`config.mk`:
```
export PLATFORM = sky130hd
export DESIGN_NAME = ffha_front_flat
export DESIGN_NICKNAME = d
export VERILOG_FILES = /design/src/sv/ffha_pkg.sv /design/src/sv/ffha_if.sv /design/src/sv/ffha_front.sv /design/src/flat_wrapper.sv
export SDC_FILE = /design/constraint.sdc
export NUM_CORES = 1
export LEC_CHECK = 0
export BUFFER_PORTS_ARGS = -buffer_cell sky130_fd_sc_hd__buf_2
export CELL_PAD_IN_SITES_DETAIL_PLACEMENT = 2
export CELL_PAD_IN_SITES_GLOBAL_PLACEMENT = 2
export CORE_ASPECT_RATIO = 1.25
export CORE_UTILIZATION = 37
export DETAILED_ROUTE_END_ITERATION = 12
export PLACE_DENSITY_LB_ADDON = 0.1
export SYNTH_ARGS = -nofsm -noshare
export SYNTH_HDL_FRONTEND = slang
export SYNTH_SLANG_ARGS = --single-unit
```
`constraint.sdc`:
```
create_clock -name clk_i -period 2.9 [get_ports clk_i]
set_input_delay 0.58 -clock clk_i [delete_from_list [all_inputs] [get_ports clk_i]]
set_output_delay 0.58 -clock clk_i [all_outputs]
set_load 0.01 [all_outputs]
```
`src/sv/ffha_pkg.sv`:
```
// Shared types and constants of the first-fit heap allocator.
`default_nettype none
package ffha_pkg;
  localparam int DEF_HEAP_BYTES   = 4096;
  localparam int DEF_HEADER_BYTES = 16;
  localparam int REQ_W            = 12;

  typedef enum logic [1:0] {
    OP_NOP,
    OP_ALLOC,
    OP_FREE
  } op_e;

  typedef struct packed {
    op_e              op;
    logic [REQ_W-1:0] req;
    logic [REQ_W-1:0] off;
  } cmd_t;
endpackage
`default_nettype wire

```
`src/sv/ffha_if.sv`:
```
// Request and result channel interfaces of the allocator.
`default_nettype none
interface ffha_in_if;
  logic                       valid;
  logic                       ready;
  logic                       mode;
  logic [ffha_pkg::REQ_W-1:0] request_bytes;
  logic [ffha_pkg::REQ_W-1:0] free_offset;
  modport source(output valid, output mode, output request_bytes, output free_offset,
                 input ready);
  modport sink(input valid, input mode, input request_bytes, input free_offset,
               output ready);
endinterface

`default_nettype wire

```
`src/sv/ffha_front.sv`:
```
// Front end: accepts request beats, classifies them and queues commands.
`default_nettype none
module ffha_front #(
  parameter int HEAP_BYTES   = ffha_pkg::DEF_HEAP_BYTES,
  parameter int HEADER_BYTES = ffha_pkg::DEF_HEADER_BYTES
) (
  input  wire logic           clk_i,
  input  wire logic           rst_ni,
  ffha_in_if.sink             in_if,
  output ffha_pkg::cmd_t      cmd_o,
  output logic                cmd_valid_o,
  input  wire logic           cmd_ready_i
);
  import ffha_pkg::*;

  localparam int AW = $clog2(HEAP_BYTES);
  localparam int W  = ((AW > REQ_W) ? AW : REQ_W) + 2;

  cmd_t       q_mem [2];
  logic       wp_q, rp_q;
  logic [1:0] cnt_q;
  cmd_t       cls;
  logic       push, pop;

  always_comb begin
    cls.req = in_if.request_bytes;
    cls.off = in_if.free_offset;
    if (!in_if.mode) begin
      cls.op = OP_ALLOC;
    end else if (in_if.free_offset != '0 &&
                 W'(in_if.free_offset) >= W'(HEADER_BYTES) &&
                 W'(in_if.free_offset) - W'(HEADER_BYTES) < W'(HEAP_BYTES)) begin
      cls.op = OP_FREE;
    end else begin
      cls.op = OP_NOP;
    end
  end

  assign in_if.ready = (cnt_q != 2'd2);
  assign push        = in_if.valid && in_if.ready;
  assign cmd_valid_o = (cnt_q != 2'd0);
  assign pop         = cmd_valid_o && cmd_ready_i;
  assign cmd_o       = q_mem[rp_q];

  always_ff @(posedge clk_i) begin
    if (push) q_mem[wp_q] <= cls;
  end

  always_ff @(posedge clk_i or negedge rst_ni) begin
    if (!rst_ni) begin
      wp_q  <= 1'b0;
      rp_q  <= 1'b0;
      cnt_q <= 2'd0;
    end else begin
      if (push) wp_q <= ~wp_q;
      if (pop)  rp_q <= ~rp_q;
      cnt_q <= cnt_q + {1'b0, push} - {1'b0, pop};
    end
  end
endmodule
`default_nettype wire

```
`src/flat_wrapper.sv`:
```
// flat-port wrapper written by rule: the top's interface ports become plain ports
module ffha_front_flat import ffha_pkg::*;
#(
  parameter int HEAP_BYTES   = ffha_pkg::DEF_HEAP_BYTES,
  parameter int HEADER_BYTES = ffha_pkg::DEF_HEADER_BYTES
)
  (clk_i, rst_ni, cmd_o, cmd_valid_o, cmd_ready_i, in_if_valid, in_if_mode, in_if_request_bytes, in_if_free_offset, in_if_ready);
  ffha_in_if in_if_i ();
  input  wire logic clk_i;
  input  wire logic rst_ni;
  output ffha_pkg::cmd_t cmd_o;
  output logic cmd_valid_o;
  input  wire logic cmd_ready_i;
  input wire logic [$bits(in_if_i.valid)-1:0] in_if_valid;
  input wire logic [$bits(in_if_i.mode)-1:0] in_if_mode;
  input wire logic [$bits(in_if_i.request_bytes)-1:0] in_if_request_bytes;
  input wire logic [$bits(in_if_i.free_offset)-1:0] in_if_free_offset;
  output wire logic [$bits(in_if_i.ready)-1:0] in_if_ready;
  assign in_if_i.valid = in_if_valid;
  assign in_if_i.mode = in_if_mode;
  assign in_if_i.request_bytes = in_if_request_bytes;
  assign in_if_i.free_offset = in_if_free_offset;
  assign in_if_ready = in_if_i.ready;
  ffha_front #(.HEAP_BYTES(HEAP_BYTES), .HEADER_BYTES(HEADER_BYTES)) u_core (.clk_i(clk_i), .rst_ni(rst_ni), .in_if(in_if_i), .cmd_o(cmd_o), .cmd_valid_o(cmd_valid_o), .cmd_ready_i(cmd_ready_i));
endmodule
```
==> impl_metrics.ini <==
[status]
status = finished with violations
violations = DRC

[synthesis]
synth_seq_cells = 56
synth_area_um2 = 2190
synth.avg_cell_area_um2 = 21.0
syn-num-nets = 135
synth_cell_types = 17
synth_top_cell_by_area = edfxtp_1
synthesis.instances = 104
synth_top_area_share_pct = 71.4
ys_top_cells_by_area = edfxtp_1 71%, mux2_4 13%, dfrtp_1 4.6%, mux2_1 3.6%, buf_6 1.5%
ys_seq_area_share_pct = 76.0
yosys_warnings = 0

[timing]
finalCriticalPeriod_ns = 2.04
worst_slew_pin_slew_ns = 0.359
rsz0062_at_grt = no
layout_setup_ws_ns = 0.857
slew_viol_final = 0
slew-limit-headroom_pct = 75.9
hold_viol_final = 0
finalSetupViolCount = 0
finalCritPeriodShare_pct = 70.4
setup_tns_ns = 0
fin_skew_ns = 0.0106
fmax_mhz = 490

[power]
p_leak_nw = 1.07
clockPowerShare_pct = 16.2
max-vdd-ir-drop_mv = 0.498
p_per_area_nw_per_um2 = 945
switching_share_pct = 30.7
combPwrFrac_pct = 36.5
p_seq_share_pct = 47.3
p_int_mw = 1.72
p_sw_mw = 0.762

[clocking]
numCtsBuffers = 5
cts_max_level = 2
clockRootBuffer = clkbuf_8
cts_hold_buf = 0
cts_tree = yes
cts.sink_count = 56
post-cts-setup-buffer-count = 0
cts.path.max_buffers = 2
clk_latency_ns = 0.30
cts_resized = 0
cts.clk_slew.worst_paths_ns = 0.09

[worst_hold_path]
hold_class = input pin to asynchronous set/reset pin

[critical_path]
crit_chain = buf_4, mux2_1, buf_2
crit_fanout = 14
critPathMaxStageDelay_ns = 0.37
cp.arrival_ns = 1.46
end_kind = output port
ff2ff_setup_slack_ns = 1.18
rr_worst_depth = 7
critPathSlowestCell = dfrtp_1
worstReg2RegEnd = u_core.cnt_q[1]
timing.critical_path.buf_inv = 2
crit_start = u_core.rp_q
cp.required_ns = 2.32
critical_path.top_delay_family = buffers and inverters
r2r-start = u_core.cnt_q[1]
path_class = flop to output port
start_kind = flop

[final_layout]
num-nets-final = 199
drive_gt1_share_pct = 52.1
area_growth_pct = 20.2
final_common_cell = buf_2
diodes = 0
fin_area_um2 = 2630
final_util_pct = 47.3
final_cell_mix = 56 x buf_2, 52 x edfxtp_1, 19 x mux2_4

[detailed_routing]
dr_total_vias = 1119
ant_nets = 0
drt_wl_total_um = 4070
vias_per_cell = 4.80
wl_per_cell_um = 17.5
post-route-drc-count = 8
drtIter0Drc = 68
first_pass_iters = 8

[placement]
hpwl_um = 2960
placed_area_um2 = 2550
place.gp.congestion = 0.728
dp_slack_ns = 1.17
port_buffers = 56

[run]
maxCapViolCount = 0

[die]
die-area_um2 = 6220
coreArea_um2 = 5560
start_util_pct = 39.4
die_h_um = 88.0
rows = 30
die_x_um = 70.8
io_pins = 57

[global_routing]
grt_antenna_before_repair = 0
track_usage_pct = 14.0
grt_pass1_wl_um = 6400
grt_remaining_overflow = 0
grt_pass1_vias = 1234
grt_start_max_net_pins = 27
==> through the flow <==
step                instances  total power [mW]  hold slack (ns)
finish                    233              2.48           0.0689
global route              233              2.63           0.0515
floorplan                 104              1.81            0.284
global placement          225              2.08            0.396
CTS                       233              2.53           0.0610
detailed placement        225              2.13            0.396
==> cell families (layout without fill, tap and decap cells) <==
family,count (synthesis),count (layout),share of synthesized area [%]
DFF,56,56,76.0
muxes,26,26,16.6
and+or+nand+nor,8,8,2.17
buffers and inverters,7,72,2.23
xor gates and xnor gates,4,4,1.60
adders and majority gates,2,2,1.14
AOI/OAI and AO/OA,1,1,0.229
==> power by group through the flow <==
| stage | Sequential (mW) | Combinational (mW) | Clock, mW |
|---|---|---|---|
| global placement | 1.18 | 0.908 | 0 |
| global route | 1.19 | 0.980 | 0.451 |
| detailed placement | 1.20 | 0.932 | 0 |
| floorplan | 1.17 | 0.644 | 0 |
| CTS | 1.18 | 0.934 | 0.417 |
| finish | 1.17 | 0.906 | 0.403 |
==> cell usage after synthesis, drive strengths merged <==
library cell  number
buf                3
nor4               2
nor2               1
mux2              26
inv                4
ha                 2
and3               1
a21oi              1
xor2               1
and2               1
nand2              1
edfxtp            52
nand2b             1
xnor2              3
dfrtp              4
or2                1
==> worst reg2reg max path, cell delays in order (launching register included) <==
cell and delay [ns]:
dfrtp_1 0.42, or2_1 0.25, and2_4 0.17, ha_1 0.28, inv_1 0.04, ha_1 0.18
xnor2_1 0.17, xnor2_1 0.14
==> worst max-delay path by stage <==
stage / slack [ns] / depth (start not counted) / to
3_3_place_gp: 1.22 / 3 / cmd_o[25]
2_1_floorplan: 0.71 / 2 / u_core.q_mem[0][0]
5_1_grt: 0.77 / 3 / cmd_o[25]
4_1_cts: 0.83 / 3 / cmd_o[25]
3_5_place_dp: 1.17 / 3 / cmd_o[25]
6_report: 0.86 / 3 / cmd_o[25]
==> state kept, by name, indices dropped and copies added (netlist names) <==
signal        flops
u_core.rp_q       1
u_core.cnt_q      2
u_core.wp_q       1
u_core.q_mem     52
==> per-layer routing <==
layer	global-route usage (%)	wire (um)
met1	16.0	1630
met2	25.3	2190
met3	3.80	195
met4	4.91	50
met5	0	0
==> layout make-up <==
| type | instances | area (um2) |
|---|---|---|
| inverters | 4 | 15.0 |
| multi-input cells | 41 | 479 |
| clock inverters | 3 | 13.8 |
| repair buffers | 60 | 310 |
| fillers | 539 | 2930 |
| flip-flops and latches | 56 | 1660 |
| well taps | 64 | 80.1 |
| clock buffers | 5 | 68.8 |
Note: power is estimated with default switching activity, not from simulation.
